## config.mk

```make
export PLATFORM = sky130hd
export DESIGN_NAME = wovs_front
export DESIGN_NICKNAME = d
export VERILOG_FILES = /design/src/rtl/wovs_pkg.sv /design/src/rtl/wovs_front.sv
export SDC_FILE = /design/constraint.sdc
export NUM_CORES = 1
export LEC_CHECK = 0
export ABC_AREA = 1
export BUFFER_PORTS_ARGS = -buffer_cell sky130_fd_sc_hd__clkbuf_2
export CAP_MARGIN = 20
export CORE_MARGIN = 5
export CORE_UTILIZATION = 49
export CTS_BUF_LIST = sky130_fd_sc_hd__clkbuf_4
export DETAILED_ROUTE_END_ITERATION = 10
export GPL_TIMING_DRIVEN = 0
export PLACE_DENSITY = 0.81
export SLEW_MARGIN = 20
export SYNTH_ARGS = -nofsm -noshare
export SYNTH_HDL_FRONTEND = slang
export SYNTH_SLANG_ARGS = --single-unit
```

## constraint.sdc

```tcl
create_clock -name clk -period 4.3 [get_ports clk]
set_clock_uncertainty 0.05 [all_clocks]
set_input_delay 1.29 -clock clk [delete_from_list [all_inputs] [get_ports clk]]
set_output_delay 1.29 -clock clk [all_outputs]
set_load 0.01 [all_outputs]
```

## src/rtl/wovs_pkg.sv

```systemverilog
// shared types and constants of the weighted oldest victim selector
package wovs_pkg;

  localparam logic [30:0] INT_MAX = 31'h7FFF_FFFF;

  // register indexes, byte address is 4 * index
  localparam logic [2:0] REG_TYPE_ENABLE = 3'd0;
  localparam logic [2:0] REG_KEEP_MIN_0  = 3'd1;
  localparam logic [2:0] REG_KEEP_MIN_3  = 3'd4;

  typedef enum logic [1:0] {
    CMD_INSERT = 2'd0,
    CMD_TAKE   = 2'd1,
    CMD_CLEAR  = 2'd2
  } wovs_cmd_t;

  typedef enum logic [1:0] {
    STAT_OK       = 2'd0,
    STAT_DISABLED = 2'd1,
    STAT_FULL     = 2'd2,
    STAT_NONE     = 2'd3
  } wovs_status_t;

  typedef enum logic [2:0] {
    S_IDLE,
    S_CLR,
    S_SEL,
    S_SCAN,
    S_FIN
  } wovs_state_t;

  typedef struct packed {
    logic        ins;
    logic        take;
    logic        clr;
    logic [1:0]  cat;
    logic [15:0] handle;
    logic [39:0] bytes;
    logic [39:0] stamp;
  } wovs_item_t;

  typedef struct packed {
    logic [1:0]  status;
    logic [1:0]  vcat;
    logic [15:0] handle;
    logic [39:0] bytes;
    logic [39:0] stamp;
  } wovs_res_t;

  typedef struct packed {
    logic        valid;
    logic [39:0] stamp;
    logic [39:0] bytes;
    logic [15:0] handle;
    logic [15:0] age;
  } wovs_slot_t;

  typedef struct packed {
    logic [3:0]       en;
    logic [3:0][15:0] km;
  } wovs_cfg_t;

  function automatic logic [30:0] eff_min(input logic [15:0] km);
    eff_min = (km == 16'd0) ? INT_MAX : {15'd0, km};
  endfunction

endpackage

```

## src/rtl/wovs_front.sv

```systemverilog
// front end: accepts transactions, decodes the command, two-entry queue
module wovs_front (
  input  logic                clk,
  input  logic                rst_n,
  input  logic                push,
  output logic                full,
  input  logic [1:0]          in_command,
  input  logic [1:0]          in_category,
  input  logic [15:0]         in_file_handle,
  input  logic [39:0]         in_file_bytes,
  input  logic [39:0]         in_stamp,
  input  logic                busy,
  output logic                q_vld,
  output wovs_pkg::wovs_item_t q_item,
  input  logic                q_take
);
  import wovs_pkg::*;

  wovs_item_t mem_r [2];
  logic       wp_r, wp_nxt, rp_r, rp_nxt;
  logic [1:0] cnt_r, cnt_nxt;
  logic       acc;
  wovs_item_t dec;

  assign full  = (cnt_r == 2'd2) || busy;
  assign acc   = push && !full;
  assign q_vld = (cnt_r != 2'd0);
  assign q_item = mem_r[rp_r];

  always_comb begin
    dec        = '0;
    dec.cat    = in_category;
    dec.handle = in_file_handle;
    dec.bytes  = in_file_bytes;
    dec.stamp  = in_stamp;
    unique case (in_command)
      CMD_INSERT: dec.ins  = 1'b1;
      CMD_TAKE:   dec.take = 1'b1;
      CMD_CLEAR:  dec.clr  = 1'b1;
      default:    dec.ins  = 1'b0;
    endcase
  end

  always_comb begin
    wp_nxt  = wp_r + 1'(acc);
    rp_nxt  = rp_r + 1'(q_take);
    cnt_nxt = cnt_r + 2'(acc) - 2'(q_take);
  end

  always_ff @(posedge clk) begin
    if (!rst_n) begin
      wp_r  <= 1'b0;
      rp_r  <= 1'b0;
      cnt_r <= 2'd0;
    end else begin
      wp_r  <= wp_nxt;
      rp_r  <= rp_nxt;
      cnt_r <= cnt_nxt;
    end
  end

  always_ff @(posedge clk) begin
    if (acc) begin
      mem_r[wp_r] <= dec;
    end
  end

endmodule

```

==> run summary, run 1 <==
CTS Buffer Depth - 3
Total Wirelength - 14,800 um
Post-route ant nets - 0
DP Area - 9430 um^2
Clock sink count - 207
Initial Util - 0.502
Share of flip-flops with an asynchronous set or reset - 0
Crit Path Max Fanout - 10
Worst-path cell chain - buf_6 > buf_12 > mux2_4 > clkbuf_2
I/O Buffers - 207
Share of the synthesized area in the top cell type - 0.758
Wire per inst - 17.1 um
Fmax - 0.313 GHz
Register area - 6170 um^2
Tcrit/Tclk final - 0.744
Ys flop type - edfxtp_1
GR Util All Layers - 0.154
DIE AREA - 19,000 um^2
RSZ-0062 raised after global routing - no
EDFF count, synth - 202
Min-Delay Path Depth - 2
Number of post-CTS setup repair buffers - 0
Final Hold Violating Endpoints - 0
Post-Syn Area - 8010 um^2
Chip Height - 138 um
RD Place Congestion - 0.732
Area taken by multi-input logic gates - 1630 um^2
Skew-Pair Late Insertion Delay - 0.60 ns
Status - finished, final reports clean
Synthesis-stage register bit count - 207
Largest net degree at the start of global routing - 46
Area Growth Syn to Fin - 25.3%
Slew Viols, Final - 0
Slew HR - 0.675
# IOs - 208
R2R cell count - 5
Vias - 4,124
Fin crit period - 3.20 ns
H-tree Lvls - 2
Worst Setup Path Type - register to primary output
Share of cells above drive strength 1 - 0.613
First-pass GRT wire length - 22,300 um
Number of global-route vias before repair - 4,546
Cts bufs inserted - 51
Area of the core - 15,900 um^2
Die Span X - 138 um
Hold-fix buffers at CTS - 0
Clk pin slew, worst setup/hold paths - 0.06 ns
Clk root buf - clkbuf_4
Synth top area cells - edfxtp_1 76%, mux2_4 17%, buf_12 2.3%
Yosys warns - 0
Rows - 46
Antenna violations before repair - 0
Filler Cell Count - 1,154
Synth Instances - 351
CP Data Arrival Time - 1.86 ns
Worst vdd ir - 0.000323 V
CP startpoint kind - register
Pleak - 4.07 nW
PD cells - 437 nW/um^2
Worst setup EP type - primary output
Post-route cell area - 10,000 um^2
N_diodes - 0
CTS tree - built
Worst EP required - 2.96 ns
Slowest cell on crit path - dfxtp_1
Syn nets - 460
Sequential area share after synthesis - 0.770
Worst Tran Pin Value - 0.488 ns
Post-layout nets - 724
Top cells by count, synth - 202 x edfxtp_1, 90 x mux2_4, 11 x inv_1, 11 x mux2_2, 9 x buf_12
Hpwl dp - 10,500 um
Vias/cell - 4.75
Overall Power - 0.00438 W
Final setup violation count - 0
Drt first pass iters - 5
MaxCap Viol Count - 0
Leading area contributor after synthesis - edfxtp_1
Largest stage delay on the critical path - 0.33 ns
Most frequent cell after synthesis - edfxtp_1
DRC viols - 0
CTS resizes - 0
Worst min path class - register to register
Drt first-iter violations - 145
Fin util - 0.629
Mean post-synth cell area - 22.8 um^2
Global route overflow - 0
Post-synth cell types - 16
==> cells by family (layout without fill, tap and decap cells) <==
logic type,after synthesis,after routing,share of synthesized area
simple gates,14,14,0.00703
flops,207,207,0.770
xor+xnor,1,1,0.00109
compound gates,2,2,0.00156
buf+inv,22,323,0.0297
fa+ha+maj,4,4,0.00625
mux,101,101,0.184
==> layout make-up <==
| class | count | area share |
|---|---|---|
| Buffer | 11 | 0.0196 |
| Clock buffer | 72 | 0.0539 |
| Inverter | 11 | 0.00411 |
| Sequential cell | 207 | 0.614 |
| Timing Repair Buffer | 211 | 0.112 |
| Tap cell | 216 | 0.0269 |
| Multi-Input combinational cell | 122 | 0.162 |
| Clock inverter | 18 | 0.00698 |
==> path summary, 6_finish.rpt <==
path	from	end	slack (ns)
hold reg to reg	rp_r$_SDFF_PN0_	register	0.48
hold / removal	rp_r$_SDFF_PN0_	register	0.48
setup reg to reg	cnt_r[1]$_SDFF_PN0_	mem_r[1][38]$_DFFE_PP_	2.20
setup / recovery	register	q_item[93]	1.10
==> cells in the final DEF (no fill, tap or decap), drive strengths merged <==
| cell | Yosys | layout |
|---|---|---|
| xnor2 | 1 | 1 |
| or2 | 1 | 1 |
| clkinv | 0 | 18 |
| nand3 | 1 | 1 |
| buf | 11 | 15 |
| clkbuf | 0 | 279 |
| edfxtp | 202 | 202 |
| dfxtp | 5 | 5 |
| mux2 | 101 | 101 |
| o21bai | 1 | 1 |
| a21oi | 1 | 1 |
| inv | 11 | 11 |
| nand2 | 4 | 4 |
| ha | 4 | 4 |
| nor2 | 8 | 8 |
==> stage by stage <==
stage / TNS, ns / setup WS (ns) / hold slack (ns) / instances
global placement: -305.67 / -1.52 / 0.445 / 774
finish: 0 / 1.10 / 0.476 / 868
detailed placement: 0 / 1.14 / 0.466 / 778
CTS: 0 / 1.02 / 0.481 / 868
global route: 0 / 0.976 / 0.516 / 868
floorplan: -61.71 / -0.305 / 0.430 / 351
==> sequential cells by signal, summed over array words and instances (netlist names), named ones only <==
signal  count
mem_r     202
wp_r        1
rp_r        1
cnt_r       2
==> metal layers <==
metal / share of wire / global-route usage / up-vias
met4: 0.029 / 0.0675 / 0
li1: - / - / 1939
met5: 0 / 0 / -
met1: 0.37 / 0.168 / 1989
met3: 0.092 / 0.0661 / 34
met2: 0.51 / 0.261 / 162
==> report_power, final <==
| part | total, W | internal, W | leakage, nW | switching [W] |
|---|---|---|---|---|
| logic | 0.000560 | 0.000294 | 1.82 | 0.000266 |
| clock network | 0.00148 | 0.000771 | 0.364 | 0.000712 |
| registers | 0.00234 | 0.00232 | 1.89 | 0.0000235 |
==> critical path: cells and delay by family (launching register included) <==
family | cells | cell delay [ns]
buf+inv | 3 | 0.61
mux | 1 | 0.30
flops | 1 | 0.33
Note: power is estimated with default switching activity, not from simulation.
==> run 2, diff against run 1 <==
==> constraint.sdc (replaced) <==
create_clock -name clk -period 2.79 [get_ports clk]
set_clock_uncertainty 0.05 [all_clocks]
set_input_delay 0.837 -clock clk [delete_from_list [all_inputs] [get_ports clk]]
set_output_delay 0.837 -clock clk [all_outputs]
set_load 0.01 [all_outputs]
==> run 2 against run 1 <==
Net effect:
- final cell count down 0.69%
- non-clock buffer count up 2
- first-iteration DRC count down 27%
- worst hold slack worse by 0.12 ns
- global-route usage up 0.48 points
- critical path depth unchanged
- combinational power up 58%
- core utilization up 0.31 points
- sequential power up 54%
- setup slack worse by 0.98 ns
- clock-buffer cell count up 2
- largest cell class unchanged
- largest power group unchanged
- highest routed layer is now met5
==> run summary, run 2 (same netlist as run 1, synthesis figures left out) <==
RSZ-0062 raised after global routing - no
Cell Count, Final, Fillers Out - 862 (-0.69%)
Fmax - 0.374 GHz
CP Data Arrival Time - 1.78 ns (-0.08 ns)
Vias - 4,128 (+0.097%)
Skew-Pair Late Insertion Delay - 0.62 ns (+0.02 ns)
Worst Setup Path Type - register to primary output
Filler Cell Count - 1,173 (+1.6%)
Final TNS setup - 0 ns (unchanged)
RD Place Congestion - 0.779 (+6.4%)
Largest stage delay on the critical path - 0.39 ns (+0.06 ns)
H-tree Lvls - 2 (unchanged)
R2R cell count - 5 (unchanged)
Largest net degree at the start of global routing - 46 (unchanged)
# IOs - 208 (unchanged)
Met2 GRT Util - 0.284 (+0.0236)
MaxCap Viol Count - 0 (unchanged)
Worst EP required - 1.90 ns (-1.06 ns)
GR Util All Layers - 0.159 (+0.00478)
Cts bufs inserted - 51 (unchanged)
Slowest cell on crit path - dfxtp_4
N_diodes - 0 (unchanged)
Pleak - 4.10 nW (+0.76%)
PD cells - 672 nW/um^2 (+54%)
First-pass GRT wire length - 23,000 um (+3.2%)
Cell family with most CP delay - buffers and inverters
Worst min path class - input pin to register
Post-layout nets - 726 (+0.28%)
M3 GR Usage - 0.0610 (-0.00511)
Die Span X - 138 um (unchanged)
Vias/cell - 4.79 (+0.79%)
Rows - 46 (unchanged)
CTS Buffer Depth - 3 (unchanged)
Antenna violations before repair - 1 (+1)
Final Hold Violating Endpoints - 0 (unchanged)
Worst setup EP type - primary output
CP startpoint kind - register
GRT Max-Usage Layer - met2
Crit path buf inv count - 3 (unchanged)
Worst vdd ir - 0.000457 V (+41%)
Grt met1 use - 0.168 (-0.000415)
Most frequent cells in the layout - 207 x clkbuf_2, 202 x edfxtp_1, 90 x mux2_4
I/O Buffers - 207 (unchanged)
Status - finished, final reports clean
Global route overflow - 0 (unchanged)
Wire per inst - 17.8 um (+4.5%)
Post-route ant nets - 0 (unchanged)
Initial Util - 0.502 (unchanged)
DIE AREA - 19,000 um^2 (unchanged)
Crit Path Max Fanout - 10 (unchanged)
Hpwl dp - 10,600 um (+0.75%)
Slew HR - 0.699 (+0.0241)
Share of cells above drive strength 1 - 0.632 (+0.0181)
Min-Delay Path Depth - 1 (-1)
Regs by FF count - mem_r (202), cnt_r (2)
Number of global-route vias before repair - 4,625 (+1.7%)
Area Growth Syn to Fin - 26.0%
Chip Height - 138 um (unchanged)
CTS tree - built
Worst Tran Pin Value - 0.450 ns (-0.0378 ns)
Clk root buf - clkbuf_4
DRC viols - 0 (unchanged)
Most common cell after layout, fill and taps aside - clkbuf_2
Slew Viols, Final - 0 (unchanged)
Critical path depth - 4 (unchanged)
Max reg flops - 202 (unchanged)
Tcrit/Tclk final - 0.957
Number of post-CTS setup repair buffers - 0 (unchanged)
Fin crit period - 2.67 ns
Most flops, register - mem_r
Clock sink count - 207 (unchanged)
Drt first-iter violations - 106 (-27%)
Total Wirelength - 15,400 um (+3.8%)
Final setup violation count - 0 (unchanged)
Area of the core - 15,900 um^2 (unchanged)
Drt first pass iters - 4 (-1)
Clk pin slew, worst setup/hold paths - 0.07 ns (about the same)
Cells after DPL - 778 (unchanged)
Worst-path cell chain - clkbuf_16 > buf_12 > mux2_4 > clkbuf_2
-- run 2: cell count changes in the layout (fill, tap and decap cells not counted), sizes merged --
cell	change
clkbuf	+5
inv	+3
buf	-1
clkinv	-13
-- run 2: timing repair --
item / CTS / global route
hold buffers: 0 / 0
resized for setup: 3 / 2
endpoints found under the setup margin: 90 / 2
gates cloned: 0 / 2
-- run 2: stage by stage --
| stage | hold slack, ns | setup WS (ns) | area [um^2] | util | total power, W |
|---|---|---|---|---|---|
| 2_1_floorplan | 0.430 | -0.292 | 8010 | - | 0.00421 |
| 3_3_place_gp | 0.447 | -0.934 | 9320 | 0.584 | 0.00451 |
| 3_5_place_dp | 0.471 | 0.201 | 9430 | 0.592 | 0.00456 |
| 4_1_cts | 0.284 | 0.0204 | 10000 | 0.629 | 0.00687 |
| 5_1_grt | 0.278 | 0.00574 | 10100 | 0.633 | 0.00710 |
| 6_report | 0.356 | 0.120 | 10100 | 0.633 | 0.00677 |
-- run 2: area by class of cell --
cell class	instances	area [um^2]	share of cell area
flip-flops and latches	207	6170	0.612
multi-input cells	122	1630	0.161
repair buffers	213	1180	0.117
clock buffers	74	556	0.0551
well taps	216	270	0.0268
plain buffers	11	208	0.0206
inverters	11	41.3	0.00409
clock inverters	8	32.5	0.00323
-- run 2: worst paths after layout --
| path | from | to | slack (ns) |
|---|---|---|---|
| setup / recovery | register | q_item[30] | 0.12 |
| hold / removal | in_stamp[5] | mem_r[0][5]$_DFFE_PP_ | 0.36 |
| setup reg to reg | cnt_r[1]$_SDFF_PN0_ | mem_r[0][72]$_DFFE_PP_ | 0.79 |
| hold reg to reg | rp_r$_SDFF_PN0_ | rp_r$_SDFF_PN0_ | 0.49 |
-- run 2: where the power goes --
part	internal [W]	switching, W	total [W]	leakage, nW
Combinational	0.000471	0.000416	0.000887	1.85
Clock	0.00120	0.00107	0.00227	0.366
Sequential	0.00357	0.0000383	0.00361	1.89
-- run 2: per-layer routing --
| metal | share of wire | up-vias |
|---|---|---|
| met5 | 0.00085 | - |
| met4 | 0.021 | 2 |
| met3 | 0.084 | 30 |
| met2 | 0.53 | 160 |
| met1 | 0.36 | 2007 |
| li1 | - | 1929 |
==> run 3, diff against run 2 <==
--- a/config.mk
+++ b/config.mk
@@ -5,7 +5,6 @@
 export SDC_FILE = /design/constraint.sdc
 export NUM_CORES = 1
 export LEC_CHECK = 0
-export ABC_AREA = 1
 export BUFFER_PORTS_ARGS = -buffer_cell sky130_fd_sc_hd__clkbuf_2
 export CAP_MARGIN = 20
 export CORE_MARGIN = 5
==> run 3 against run 2 <==
Net effect:
- synthesized cell count shrank 2.8%
- combinational power up 7.8%
- final area shrank 0.34%
- core utilization is 0.21 points lower
- critical path depth unchanged
- critical path type unchanged
- largest cell class unchanged
==> run summary, run 3 <==
Status - finished, final reports clean
Post-synth cell types - 18 (+2)
Die Span X - 138 um (about the same)
CTS tree - built
Chip Height - 138 um (about the same)
Share of cells above drive strength 1 - 0.629 (-0.00247)
Fin crit period - 2.67 ns (+0.00190 ns)
Global route overflow - 0 (unchanged)
# IOs - 208 (unchanged)
Yosys warns - 0 (unchanged)
Met3 WL - 1700 um (+31%)
Rows - 46 (unchanged)
Filler Cell Count - 1,152 (-1.8%)
Leading area contributor after synthesis - edfxtp_1
Pleak - 4.07 nW (-0.87%)
Metal2 WL - 7190 um (-12%)
RR Startpoint - cnt_r[1]$_SDFF_PN0_
Regs by FF count - mem_r (202), cnt_r (2)
Slowest cell on crit path - dfxtp_1
Worst EP required - 1.90 ns (about the same)
Hold WS - 0.377 ns (+0.0206 ns)
Top layer in use - met4
Synthesis-stage register bit count - 207 (unchanged)
Largest stage delay on the critical path - 0.36 ns (-0.03 ns)
Placement Setup Slack - 0.109 ns (-0.0915 ns)
Clock sink count - 207 (unchanged)
Crit Reg-Reg Endpoint - mem_r[1][75]$_DFFE_PP_
CTS Buffer Depth - 3 (unchanged)
Worst Tran Pin Value - 0.719 ns (+0.269 ns)
Post-Syn Area - 8010 um^2 (about the same)
Area taken by multi-input logic gates - 1660 um^2 (+1.8%)
Clk root buf - clkbuf_4
Top cell by count, worst path - buf_12
Drt first pass iters - 5 (+1)
Final Hold Violating Endpoints - 0 (unchanged)
Synth Instances - 341 (-2.8%)
H-tree Lvls - 2 (unchanged)
Final setup violation count - 0 (unchanged)
Worst min path class - input pin to register
Worst setup EP type - primary output
Total Wirelength - 14,600 um (-4.8%)
CP startpoint kind - register
Initial Util - 0.502 (about the same)
Fin util - 0.631 (-0.00212)
Skew-Pair Late Insertion Delay - 0.58 ns (-0.04 ns)
Slew Viols, Final - 0 (unchanged)
I/O Buffers - 207 (unchanged)
Most frequent cells in the layout - 207 x clkbuf_2, 202 x edfxtp_1, 90 x mux2_4
Slew HR - 0.520 (-0.178)
Share of flip-flops with an asynchronous set or reset - 0 (unchanged)
R2R cell count - 4 (-1)
Antenna violations before repair - 0 (-1)
Vias/cell - 4.75 (-0.82%)
EDFF count, synth - 202 (unchanged)
Final WS setup - 0.118 ns (-0.00190 ns)
Worst-path cell chain - buf_12 > buf_12 > mux2_4 > clkbuf_2
Ys flop type - edfxtp_1
Mean post-synth cell area - 23.5 um^2 (+3.0%)
DRC viols - 0 (unchanged)
Fmax - 0.374 GHz (about the same)
RD Place Congestion - 0.712 (-8.6%)
DIE AREA - 19,000 um^2 (about the same)
Vias - 4,061 (-1.6%)
Sequential area share after synthesis - 0.770 (about the same)
Area Growth Syn to Fin - 25.5%
Post-layout nets - 714 (-1.7%)
Most common cell after layout, fill and taps aside - clkbuf_2
MaxCap Viol Count - 0 (unchanged)
Share of the synthesized area in the top cell type - 0.757 (about the same)
R2r setup slk - 0.73 ns (-0.06 ns)
Wire per inst - 17.1 um (-4.0%)
Met1 WL - 5490 um (-1.4%)
Max reg flops - 202 (unchanged)
Syn nets - 450 (-2.2%)
GR Util All Layers - 0.152 (-0.00669)
Most flops, register - mem_r
First-pass GRT wire length - 22,200 um (-3.6%)
Area of the core - 15,900 um^2 (unchanged)
Cts bufs inserted - 52 (+2.0%)
Post-route ant nets - 0 (unchanged)
PD cells - 698 nW/um^2 (+3.9%)
Worst vdd ir - 0.000466 V (+2.0%)
Critical Path End - q_item[50]
Number of global-route vias before repair - 4,528 (-2.1%)
Tcrit/Tclk final - 0.958 (about the same)
Synth top area cells - edfxtp_1 76%, mux2_4 17%, buf_12 2.2%
Crit Path Max Fanout - 10 (unchanged)
CP Data Arrival Time - 1.79 ns (about the same)
Top cells by count, synth - 202 x edfxtp_1, 90 x mux2_4, 11 x mux2_2
Hpwl dp - 10,100 um (-4.0%)
Most frequent cell after synthesis - edfxtp_1
Register area - 6170 um^2 (about the same)
Clk pin slew, worst setup/hold paths - 0.07 ns (about the same)
Drt first-iter violations - 117 (+10%)
Largest net degree at the start of global routing - 56 (+22%)
N_diodes - 0 (unchanged)
Worst Setup Path Type - register to primary output
==> run 3: changes by cell type after synthesis, sizes merged, moves of 3 or more <==
cell / before / now
and2: 0 / 3
nor2: 8 / 1
nand2: 4 / 0
nor2b: 0 / 4
inv: 11 / 4
==> run 3: worst max-delay path: cells and delay by family, from the launching register on <==
kind,cells,cell delay [ns]
buffers and inverters,3,0.54
DFF,1,0.36
muxes,1,0.30
==> run 3: timing repair <==
| action | CTS | global route |
|---|---|---|
| hold buffers | 0 | 0 |
| cloned | 0 | 0 |
| endpoints found under the setup margin | 32 | 1 |
| resized for setup | 2 | 0 |
| buffers inserted | 0 | 1 |
==> run 3: cells by family (layout without fill, tap and decap cells) <==
kind of cell / Yosys count / in the layout / synth area share
fa+ha+maj: 4 / 4 / 0.00625
flops: 207 / 207 / 0.770
buf+inv: 15 / 313 / 0.0264
mux: 101 / 101 / 0.184
simple gates: 9 / 9 / 0.00672
compound gates: 3 / 3 / 0.00281
xor+xnor: 2 / 2 / 0.00391
==> run 3: worst min path at each step <==
stage                                   to  cells past startpoint       startpoint  slack, ns
finish              mem_r[0][20]$_DFFE_PP_                      1     in_stamp[20]       0.38
global route        mem_r[0][23]$_DFFE_PP_                      1     in_stamp[23]       0.30
CTS                 mem_r[0][20]$_DFFE_PP_                      1     in_stamp[20]       0.30
detailed placement                register                      2  rp_r$_SDFF_PN0_       0.53
global placement           rp_r$_SDFF_PN0_                      2  rp_r$_SDFF_PN0_       0.52
floorplan                         register                      2  rp_r$_SDFF_PN0_       0.50
==> run 3: metal layers <==
metal | track usage | vias to the layer above
li1 | - | 1907
met1 | 0.163 | 1941
met2 | 0.261 | 184
met3 | 0.0744 | 29
met4 | 0.0543 | 0
met5 | 0 | -
==> run 3: where the power goes <==
part           total (W)  switching, W  leakage, nW  internal (W)
Clock            0.00239       0.00107        0.380       0.00132
Sequential       0.00367     0.0000479         1.89       0.00362
Combinational   0.000956      0.000452         1.80      0.000503
==> run 3: area by class of cell <==
cell class | instances | area share
clock inverters | 13 | 0.00759
repair buffers | 210 | 0.109
well taps | 216 | 0.0269
clock buffers | 75 | 0.0560
inverters | 4 | 0.00149
multi-input cells | 119 | 0.165
flip-flops and latches | 207 | 0.613
plain buffers | 11 | 0.0204
==> run 3: through the flow <==
| step | total power, W | instances | TNS, ns | area [um^2] |
|---|---|---|---|---|
| global route | 0.00737 | 855 | -0.00381 | 10100 |
| floorplan | 0.00432 | 341 | -21.33 | 8020 |
| global placement | 0.00466 | 764 | -168.21 | 9320 |
| finish | 0.00701 | 855 | 0 | 10100 |
| CTS | 0.00713 | 854 | 0 | 10000 |
| detailed placement | 0.00470 | 766 | 0 | 9400 |
